<file path="config.mk">
export PLATFORM = sky130hd
export DESIGN_NAME = radix_integer_text_parser
export DESIGN_NICKNAME = d
export VERILOG_FILES = /design/src/design/rit_pkg.sv /design/src/design/rit_step.sv /design/src/design/rit_out_stage.sv /design/src/design/radix_integer_text_parser.sv
export VERILOG_INCLUDE_DIRS = /design/src /design/src/design
export SDC_FILE = /design/constraint.sdc
export NUM_CORES = 1
export LEC_CHECK = 0
export BUFFER_PORTS_ARGS = -buffer_cell sky130_fd_sc_hd__buf_2
export CAP_MARGIN = 20
export CORE_ASPECT_RATIO = 0.5
export CORE_MARGIN = 3
export CORE_UTILIZATION = 49
export CTS_CLUSTER_DIAMETER = 120
export DETAILED_ROUTE_END_ITERATION = 8
export GPL_ROUTABILITY_DRIVEN = 0
export GPL_TIMING_DRIVEN = 0
export PLACE_DENSITY = 0.64
export SLEW_MARGIN = 0
export SYNTH_ARGS = -nofsm -noshare
export SYNTH_HDL_FRONTEND = slang
export SYNTH_SLANG_ARGS = --single-unit
export TNS_END_PERCENT = 20
</file>
<file path="constraint.sdc">
create_clock -name clk -period 8.4 [get_ports clk]
set_input_delay 0.84 -clock clk [delete_from_list [all_inputs] [get_ports clk]]
set_output_delay 0.84 -clock clk [all_outputs]
set_load 0.005 [all_outputs]
</file>
<file path="src/design/radix_integer_text_parser_defines.svh">
// ----------------------------------------------------------------------------
// radix integer text parser assertion macros
// shared assertion forms used by the parser's rtl
// ----------------------------------------------------------------------------
`ifndef RADIX_INTEGER_TEXT_PARSER_DEFINES_SVH
`define RADIX_INTEGER_TEXT_PARSER_DEFINES_SVH

// same-cycle implication, checked out of reset
`define RIT_ASSERT_SAME(label, clk, rst_n, ante, cons) \
    label: assert property (@(posedge clk) disable iff (!rst_n) (ante) |-> (cons)) \
        else $error("parser check failed");

// next-cycle implication, checked out of reset
`define RIT_ASSERT_NEXT(label, clk, rst_n, ante, cons) \
    label: assert property (@(posedge clk) disable iff (!rst_n) (ante) |=> (cons)) \
        else $error("parser check failed");

`endif

</file>
<file path="src/design/rit_pkg.sv">
// ----------------------------------------------------------------------------
// rit_pkg
// types, character codes and helper functions of the integer text parser
// ----------------------------------------------------------------------------
package rit_pkg;

    localparam int OFFSET_W = 16;
    localparam int RADIX_W  = 5;
    localparam int ACC_W    = 32;

    localparam logic [7:0] CH_ZERO     = 8'h30;  // '0'
    localparam logic [7:0] CH_NINE     = 8'h39;  // '9'
    localparam logic [7:0] CH_X        = 8'h78;  // 'x'
    localparam logic [7:0] CH_PLUS     = 8'h2b;  // '+'
    localparam logic [7:0] CH_MINUS    = 8'h2d;  // '-'
    localparam logic [7:0] CH_SPACE    = 8'h20;
    localparam logic [7:0] CH_TAB      = 8'h09;
    localparam logic [7:0] CH_CR       = 8'h0d;
    localparam logic [7:0] CH_LC_A     = 8'h61;
    localparam logic [7:0] CH_LC_F     = 8'h66;
    localparam logic [7:0] CH_UC_A     = 8'h41;
    localparam logic [7:0] CH_UC_F     = 8'h46;
    localparam logic [7:0] LC_BIAS     = 8'h57;  // 'a' - 10
    localparam logic [7:0] UC_BIAS     = 8'h37;  // 'A' - 10

    localparam logic [RADIX_W-1:0] RADIX_BIN     = 5'd2;
    localparam logic [RADIX_W-1:0] RADIX_OCT     = 5'd8;
    localparam logic [RADIX_W-1:0] RADIX_DEFAULT = 5'd10;
    localparam logic [RADIX_W-1:0] RADIX_HEX     = 5'd16;

    localparam logic [OFFSET_W-1:0] PREFIX_LEN = OFFSET_W'(2);

    typedef enum logic [2:0] {
        PH_IDLE,
        PH_ZERO,
        PH_SPACE,
        PH_PLUS,
        PH_DIGITS,
        PH_DONE
    } rit_phase_t;

    typedef struct packed {
        logic [7:0] ch;
        logic       first;
    } rit_in_t;

    typedef struct packed {
        logic signed [ACC_W-1:0] value;
        logic [OFFSET_W-1:0]     end_offset;
    } rit_out_t;

    typedef struct packed {
        rit_phase_t           phase;
        logic [ACC_W-1:0]     acc;
        logic                 neg;
        logic [RADIX_W-1:0]   radix;
        logic [OFFSET_W-1:0]  offset;
    } rit_state_t;

    // radix values that take digits at all
    function automatic logic radix_ok(input logic [RADIX_W-1:0] r);
        return (r == RADIX_BIN) || (r == RADIX_OCT) || (r == RADIX_DEFAULT) || (r == RADIX_HEX);
    endfunction

    // digit decode: valid flag over a four-bit digit value
    function automatic logic [4:0] digit_of(input logic [7:0] c);
        logic [7:0] d;
        logic       v;
        d = 8'h00;
        v = 1'b0;
        if (c >= CH_ZERO && c <= CH_NINE) begin
            d = c - CH_ZERO;
            v = 1'b1;
        end else if (c >= CH_LC_A && c <= CH_LC_F) begin
            d = c - LC_BIAS;
            v = 1'b1;
        end else if (c >= CH_UC_A && c <= CH_UC_F) begin
            d = c - UC_BIAS;
            v = 1'b1;
        end
        return {v, d[3:0]};
    endfunction

    // accumulator times radix, as shifts and at most one add
    function automatic logic [ACC_W-1:0] mul_radix(input logic [ACC_W-1:0] a,
                                                   input logic [RADIX_W-1:0] r);
        logic [ACC_W-1:0] p;
        case (r)
            RADIX_BIN:     p = a << 1;
            RADIX_OCT:     p = a << 3;
            RADIX_DEFAULT: p = (a << 3) + (a << 1);
            RADIX_HEX:     p = a << 4;
            default:       p = a;
        endcase
        return p;
    endfunction

endpackage

</file>
<file path="src/design/rit_step.sv">
// ----------------------------------------------------------------------------
// rit_step
// one character of parse: next parser state and the result it may cause
// ----------------------------------------------------------------------------
module rit_step (
    input  rit_pkg::rit_state_t                st,
    input  rit_pkg::rit_in_t                   item,
    input  logic [rit_pkg::RADIX_W-1:0]        cfg_radix,
    output rit_pkg::rit_state_t                st_next,
    output logic                               emit,
    output rit_pkg::rit_out_t                  result
);
    import rit_pkg::*;

    logic [RADIX_W-1:0]  cfg_eff;
    logic                in_zero;
    logic                hold_zero;
    logic                take_x;
    logic                zero_fail;
    logic                run;
    rit_phase_t          b_phase;
    logic [ACC_W-1:0]    b_acc;
    logic                b_neg;
    logic [RADIX_W-1:0]  b_radix;
    logic [OFFSET_W-1:0] b_off;
    logic [OFFSET_W-1:0] off_inc;
    logic [4:0]          dig;
    logic                p_active;
    logic                p_space;
    logic                p_plus;
    logic                p_minus;
    logic                p_digit;
    logic                p_consume;
    logic                p_finish;
    logic                is_space;

    // radix zero selects decimal
    assign cfg_eff = (cfg_radix == '0) ? RADIX_DEFAULT : cfg_radix;

    // leading zero handling around the hex prefix
    assign in_zero   = !item.first && (st.phase == PH_ZERO);
    assign hold_zero = item.first && (item.ch == CH_ZERO);
    assign take_x    = in_zero && (item.ch == CH_X);
    assign zero_fail = in_zero && (item.ch != CH_X) && !radix_ok(st.radix);
    assign run       = !hold_zero && !take_x && !zero_fail;

    // state the character is parsed against
    always_comb
    begin
        if (item.first) begin
            b_phase = PH_SPACE;
            b_acc   = '0;
            b_neg   = 1'b0;
            b_radix = cfg_eff;
            b_off   = '0;
        end else if (in_zero) begin
            // held zero already taken as a digit
            b_phase = PH_DIGITS;
            b_acc   = '0;
            b_neg   = 1'b0;
            b_radix = st.radix;
            b_off   = OFFSET_W'(1);
        end else begin
            b_phase = st.phase;
            b_acc   = st.acc;
            b_neg   = st.neg;
            b_radix = st.radix;
            b_off   = st.offset;
        end
    end

    // character classes
    always_comb
    begin
        case (item.ch) inside
            [CH_TAB:CH_CR], CH_SPACE: is_space = 1'b1;
            default:                  is_space = 1'b0;
        endcase
    end

    assign dig       = digit_of(item.ch);
    assign p_active  = (b_phase == PH_SPACE) || (b_phase == PH_PLUS) || (b_phase == PH_DIGITS);
    assign p_space   = (b_phase == PH_SPACE) && is_space;
    assign p_plus    = (b_phase == PH_SPACE) && (item.ch == CH_PLUS);
    assign p_minus   = ((b_phase == PH_SPACE) || (b_phase == PH_PLUS)) && (item.ch == CH_MINUS);
    assign p_digit   = p_active && dig[4] && radix_ok(b_radix) && ({1'b0, dig[3:0]} < b_radix);
    assign p_consume = p_space || p_plus || p_minus || p_digit;
    assign p_finish  = p_active && !p_consume;
    assign off_inc   = (b_off == '1) ? b_off : b_off + OFFSET_W'(1);

    // next state
    always_comb
    begin
        st_next = st;
        if (hold_zero) begin
            st_next.phase  = PH_ZERO;
            st_next.acc    = '0;
            st_next.neg    = 1'b0;
            st_next.radix  = cfg_eff;
            st_next.offset = '0;
        end else if (take_x) begin
            st_next.phase  = PH_SPACE;
            st_next.radix  = RADIX_HEX;
            st_next.offset = PREFIX_LEN;
        end else if (zero_fail) begin
            st_next.phase  = PH_DONE;
        end else begin
            st_next.phase  = b_phase;
            st_next.acc    = b_acc;
            st_next.neg    = b_neg;
            st_next.radix  = b_radix;
            st_next.offset = b_off;
            if (p_plus) begin
                st_next.phase = PH_PLUS;
            end
            if (p_minus) begin
                st_next.neg   = 1'b1;
                st_next.phase = PH_DIGITS;
            end
            if (p_digit) begin
                st_next.acc   = mul_radix(b_acc, b_radix) + ACC_W'(dig[3:0]);
                st_next.phase = PH_DIGITS;
            end
            if (p_consume) begin
                st_next.offset = off_inc;
            end
            if (p_finish) begin
                st_next.phase = PH_DONE;
            end
        end
    end

    // result of a finished parse
    always_comb
    begin
        emit = zero_fail || (run && p_finish);
        if (zero_fail) begin
            result.value      = '0;
            result.end_offset = '0;
        end else begin
            result.value      = $signed(b_neg ? (ACC_W'(0) - b_acc) : b_acc);
            result.end_offset = b_off;
        end
    end

endmodule

</file>
<file path="src/design/rit_out_stage.sv">
// ----------------------------------------------------------------------------
// rit_out_stage
// result register between the parse logic and the output channel
// ----------------------------------------------------------------------------
module rit_out_stage (
    input  logic              clk,
    input  logic              rst_n,
    input  logic              load,
    input  rit_pkg::rit_out_t load_data,
    output logic              can_take,
    output logic              out_valid,
    input  logic              out_ready,
    output rit_pkg::rit_out_t out_data
);
    import rit_pkg::*;

    logic     valid_reg;
    logic     valid_next;
    rit_out_t data_reg;

    // upstream may move whenever this register is free or draining
    assign can_take = !valid_reg || out_ready;

    // valid tracking
    always_comb
    begin
        if (load) begin
            valid_next = 1'b1;
        end else if (out_ready) begin
            valid_next = 1'b0;
        end else begin
            valid_next = valid_reg;
        end
    end

    always_ff @(posedge clk or negedge rst_n)
    begin
        if (!rst_n) begin
            valid_reg <= 1'b0;
        end else begin
            valid_reg <= valid_next;
        end
    end

    // result beat payload
    always_ff @(posedge clk)
    begin
        if (load) begin
            data_reg <= load_data;
        end
    end

    assign out_valid = valid_reg;
    assign out_data  = data_reg;

endmodule

</file>
<file path="src/design/radix_integer_text_parser.sv">
// ----------------------------------------------------------------------------
// radix_integer_text_parser
// streaming ascii integer parser, one character per beat
// ----------------------------------------------------------------------------
// Takes one character per cycle, every cycle, while the result register is
// free or being drained; a result appears on the output in the cycle after the
// character that ends the parse. The rate is set by the single output
// register: in_ready is low only while a result waits and out_ready is low.
// The radix register is sampled at each first character; write it while the
// block is idle.
`include "radix_integer_text_parser_defines.svh"

module radix_integer_text_parser (
    input  logic                        clk,
    input  logic                        rst_n,
    input  logic                        cfg_valid,
    output logic                        cfg_ready,
    input  logic [rit_pkg::RADIX_W-1:0] cfg_data,
    input  logic                        in_valid,
    output logic                        in_ready,
    input  rit_pkg::rit_in_t            in_data,
    output logic                        out_valid,
    input  logic                        out_ready,
    output rit_pkg::rit_out_t           out_data
);
    import rit_pkg::*;

    logic [RADIX_W-1:0] radix_reg;
    rit_state_t         state_reg;
    rit_state_t         state_next;
    logic               step_emit;
    rit_out_t           step_result;
    logic               in_take;

    // radix register, always writable
    assign cfg_ready = 1'b1;

    always_ff @(posedge clk or negedge rst_n)
    begin
        if (!rst_n) begin
            radix_reg <= RADIX_DEFAULT;
        end else if (cfg_valid) begin
            radix_reg <= cfg_data;
        end
    end

    // parse logic
    rit_step u_step (
        .st        (state_reg),
        .item      (in_data),
        .cfg_radix (radix_reg),
        .st_next   (state_next),
        .emit      (step_emit),
        .result    (step_result)
    );

    assign in_take = in_valid && in_ready;

    // parser state advances on each accepted beat
    always_ff @(posedge clk or negedge rst_n)
    begin
        if (!rst_n) begin
            state_reg.phase  <= PH_IDLE;
            state_reg.acc    <= '0;
            state_reg.neg    <= 1'b0;
            state_reg.radix  <= RADIX_DEFAULT;
            state_reg.offset <= '0;
        end else if (in_take) begin
            state_reg <= state_next;
        end
    end

    // result register
    rit_out_stage u_out (
        .clk       (clk),
        .rst_n     (rst_n),
        .load      (in_take && step_emit),
        .load_data (step_result),
        .can_take  (in_ready),
        .out_valid (out_valid),
        .out_ready (out_ready),
        .out_data  (out_data)
    );

    // a first character always opens a string
    `RIT_ASSERT_NEXT(a_first_opens, clk, rst_n, in_take && in_data.first,
        state_reg.phase != PH_IDLE && state_reg.phase != PH_DONE || $past(step_emit))

    // a result always closes the string
    `RIT_ASSERT_NEXT(a_emit_closes, clk, rst_n, in_take && step_emit,
        state_reg.phase == PH_DONE && out_valid)

    // characters outside a string give no result
    `RIT_ASSERT_SAME(a_idle_silent, clk, rst_n,
        !in_data.first && (state_reg.phase == PH_IDLE || state_reg.phase == PH_DONE),
        !step_emit)

endmodule
</file>
==> summary.md <==
| Metric | Value |
|---|---|
| Run status | `completed` |
| Tmin final | `8.12 ns` |
| Tcrit/Tclk final | `96.7%` |
| Clk_lat worst skew | `0.36 ns` |
| Layout net count | `1,370` |
| Post-synth EDFFs | `48` |
| Logic pwr share | `33.4%` |
| VDD IR max | `0.0894 mV` |
| Netlist Area Pre-Place | `10,000 sq um` |
| Routed len/inst | `20.7 microns` |
| Max clock buf depth | `2` |
| Max-slew headroom | `25.6%` |
| Setup Buffers After CTS | `0` |
| GRT Residual Overflow | `0` |
| Crit path launch type | `input pin` |
| Worst hold margin | `0.495 ns` |
| Via density per instance | `6.47` |
| Worst reg2reg endpoint | `state_reg[53]` |
| Post-synthesis register bit count | `111` |
| DRT antenna net count | `0` |
| Vias | `10,200` |
| Mean area per synthesized cell | `8.14 sq um` |
| Io pins | `70` |
| Worst-margin pin slew | `1.10 ns` |
| Post-Layout Inst Area | `11,000 sq um` |
| Die W | `208 microns` |
| Post-route setup TNS | `0 ns` |
| Max reg flops | `57` |
| Post-cts hold buffer count | `0` |
| Pre-antenna DRT Iters | `6` |
| Hold Vio Cnt, Final | `0` |
| CP endpoint | `state_reg[53]` |
| CP arrival | `8.37 ns` |
| Cells after Synth | `1,231` |
| Hold Path Class | `reg -> reg` |
| R2r setup slk | `0.53 ns` |
| Psw | `0.640 mW` |
| Die area | `22,300 sq um` |
| Placed Instance Area | `10,700 sq um` |
| H-tree depth | `3` |
| Worst R2R Path Depth | `21` |
| Layout cells sized above 1 | `12.2%` |
| CP Class | `in -> reg` |
| Final setup vio count | `0` |
| TritonCTS Buffers | `9` |
| Vias in the first global route | `9,444` |
| Clock sink count | `111` |
| Reg-to-reg startpoint | `state_reg[54]` |
| Flop pwr share | `40.2%` |
| Maximum fanout along the worst path | `11` |
| Worst hold path depth | `2` |
| Lkg Pwr | `4.60 nW` |
| Area Growth Syn to Fin | `9.79%` |
| Max-Cap Viols | `0` |
| Switching power share of the total | `39.1%` |
| Critical path origin | `in_data[0]` |
| Initial Util | `50.7%` |
| Ys async rst share | `56.8%` |
| Tot GR Track Use | `28.9%` |
| I/O Buffers | `67` |
| Fmax achieved | `0.123 GHz` |
| Worst EP required | `8.65 ns` |
| Initial antenna violation count | `0` |
| 1st-iter DRT viols | `1,126` |
| Remaining DRCs | `0` |
| Synth warn | `0` |
| Reg clk slew, reported paths | `0.08 ns` |
| First-pass GRT wire length | `51.4 mm` |
| Fillers | `1,904` |
| Clock power share | `26.5%` |
| Core Util, Final | `55.7%` |
| Rows | `36` |
| Die H | `107 microns` |
| Main flop type after synthesis | `dfrtp_1` |
| TritonCTS clock tree | `done` |
| Syn_nets | `1,291` |
| Post-Route WL | `32.8 mm` |
| Yosys cell types | `98` |
| Pint | `0.995 mW` |
| Register area share after synthesis | `30.2%` |
| Slew Viols, Final | `0` |
| Placeable Area | `19,800 sq um` |
| CTS resizes | `0` |
| RSZ-0062 raised after global routing | `no` |
| Pin count of the biggest net entering global routing | `64` |
| CTS root buffer | `clkbuf_16` |
| Layout Skew | `0.0115 ns` |
| Detailed-placement wirelength estimate | `25.2 mm` |
| Worst Setup End Kind | `register` |
| Pwr/cell area | `149 nW/um^2` |
==> cell usage after synthesis, types with 7 or more instances <==
master      n  area [sq um]
nor4_1     13          81.3
a32o_1      8          80.1
o21bai_1    9          67.6
nand3_1    36           180
nand3b_1    7          52.6
ha_1       39           488
edfxtp_1   48          1440
nor2_1     95           357
mux2i_1     7          70.1
or4_1       8          60.1
o22ai_1    12          75.1
o211ai_1   13          97.6
xor2_1     34           298
o31ai_1    25           188
nand2_1   137           514
a211oi_1    9          67.6
a31oi_1    12          75.1
dfrtp_1    59          1480
a22oi_1    18           135
buf_1      10          37.5
clkbuf_1   46           173
o21a_1     10          75.1
o311ai_0    7          61.3
nor3_1     22           110
and2_1     33           206
o21ai_0    86           430
and3_1     14          87.6
a21oi_1    77           385
buf_2      20           100
a21o_1     20           150
or2_2       8          50.1
or3_1      19           119
a211o_1     7          61.3
nor2b_1    13          81.3
xnor2_1    25           219
nand2b_1   18           113
inv_1      48           180
nand4_1    18           113
==> worst max-delay path, stage by stage <==
cell	delay (ns)
buf_2	0.12
buf_6	0.14
buf_6	0.14
nor2_2	0.32
buf_2	0.32
buf_2	0.29
buf_2	0.34
clkbuf_1	0.58
clkbuf_1	0.61
clkbuf_1	0.66
nand2_1	0.33
inv_1	0.18
ha_1	0.24
a211o_1	0.33
a21o_1	0.24
a311o_1	0.41
a22oi_1	0.40
mux2i_1	0.22
a22oi_4	0.34
nand4_4	0.16
or4_4	0.55
o311a_1	0.30
a211o_1	0.27
==> power by group through the flow <==
stage          registers (mW)  logic, mW  clock network, mW
5_1_grt                 0.664      0.588              0.461
4_1_cts                 0.657      0.525              0.439
2_1_floorplan           0.664      0.336                  0
6_report                0.657      0.546              0.433
3_3_place_gp            0.666      0.513                  0
3_5_place_dp            0.667      0.522                  0
==> logic make-up after synthesis <==
family / count (synthesis) / synth area share (%)
and+or+nand+nor: 481 / 25.0
buffers and inverters: 134 / 5.84
AOI/OAI and AO/OA: 392 / 27.3
DFF: 111 / 30.2
other: 1 / 0.0374
xor gates and xnor gates: 59 / 5.16
muxes: 9 / 0.924
adders and majority gates: 44 / 5.57
==> area by class of cell <==
| class | instances | area, sq um | area share, % |
|---|---|---|---|
| Tap cell | 266 | 333 | 3.02 |
| Multi-Input combinational cell | 986 | 6410 | 58.3 |
| Sequential cell | 111 | 3020 | 27.5 |
| Buffer | 86 | 405 | 3.68 |
| Clock inverter | 7 | 62.6 | 0.569 |
| Antenna cell | 1 | 2.50 | 0.0227 |
| Inverter | 48 | 180 | 1.64 |
| Timing Repair Buffer | 68 | 358 | 3.25 |
| Clock buffer | 9 | 225 | 2.05 |
==> placed cells by master, fill, tap and decap left out, drive strengths merged, types with 18 or more instances in the layout <==
cell    Yosys  final
nand2     137    137
buf        39    107
nor2       96     96
o21ai      90     90
a21oi      78     78
dfrtp      59     59
clkbuf     47     56
inv        48     52
edfxtp     48     48
ha         39     39
nand3      38     38
xor2       34     34
and2       34     34
o31ai      25     25
xnor2      25     25
nor3       22     22
a21o       20     20
or3        19     19
a22oi      19     19
nand4      19     19
nand2b     18     18
==> per-layer routing <==
layer  GRT usage, %  vias to the layer above  part of all wire, %  wire, microns
li1               -                     4757                    -              -
met1           40.4                     4965                   45          14900
met2           45.6                      466                   44          14400
met3           7.40                       47                  9.7           3200
met4           5.62                        0                  1.1            350
met5              0                        -                    0              0
==> through the flow <==
| stage | setup slack [ns] | total power [mW] | std cells |
|---|---|---|---|
| 5_1_grt | 0.0846 | 1.71 | 1581 |
| 3_5_place_dp | 0.186 | 1.19 | 1564 |
| 6_report | 0.279 | 1.64 | 1582 |
| 4_1_cts | 0.540 | 1.62 | 1580 |
| 3_3_place_gp | 0.213 | 1.18 | 1564 |
| 2_1_floorplan | 2.44 | 1.00 | 1231 |
==> worst min-delay path by stage <==
stage	slack, ns	to	start
global route	0.54	state_reg[4]	state_reg[4]
detailed placement	0.48	state_reg[4]	state_reg[4]
finish	0.50	state_reg[4]	state_reg[4]
CTS	0.50	state_reg[4]	state_reg[4]
floorplan	0.44	state_reg[4]	state_reg[4]
global placement	0.46	state_reg[4]	state_reg[4]
Note: power is estimated with default switching activity, not from simulation.
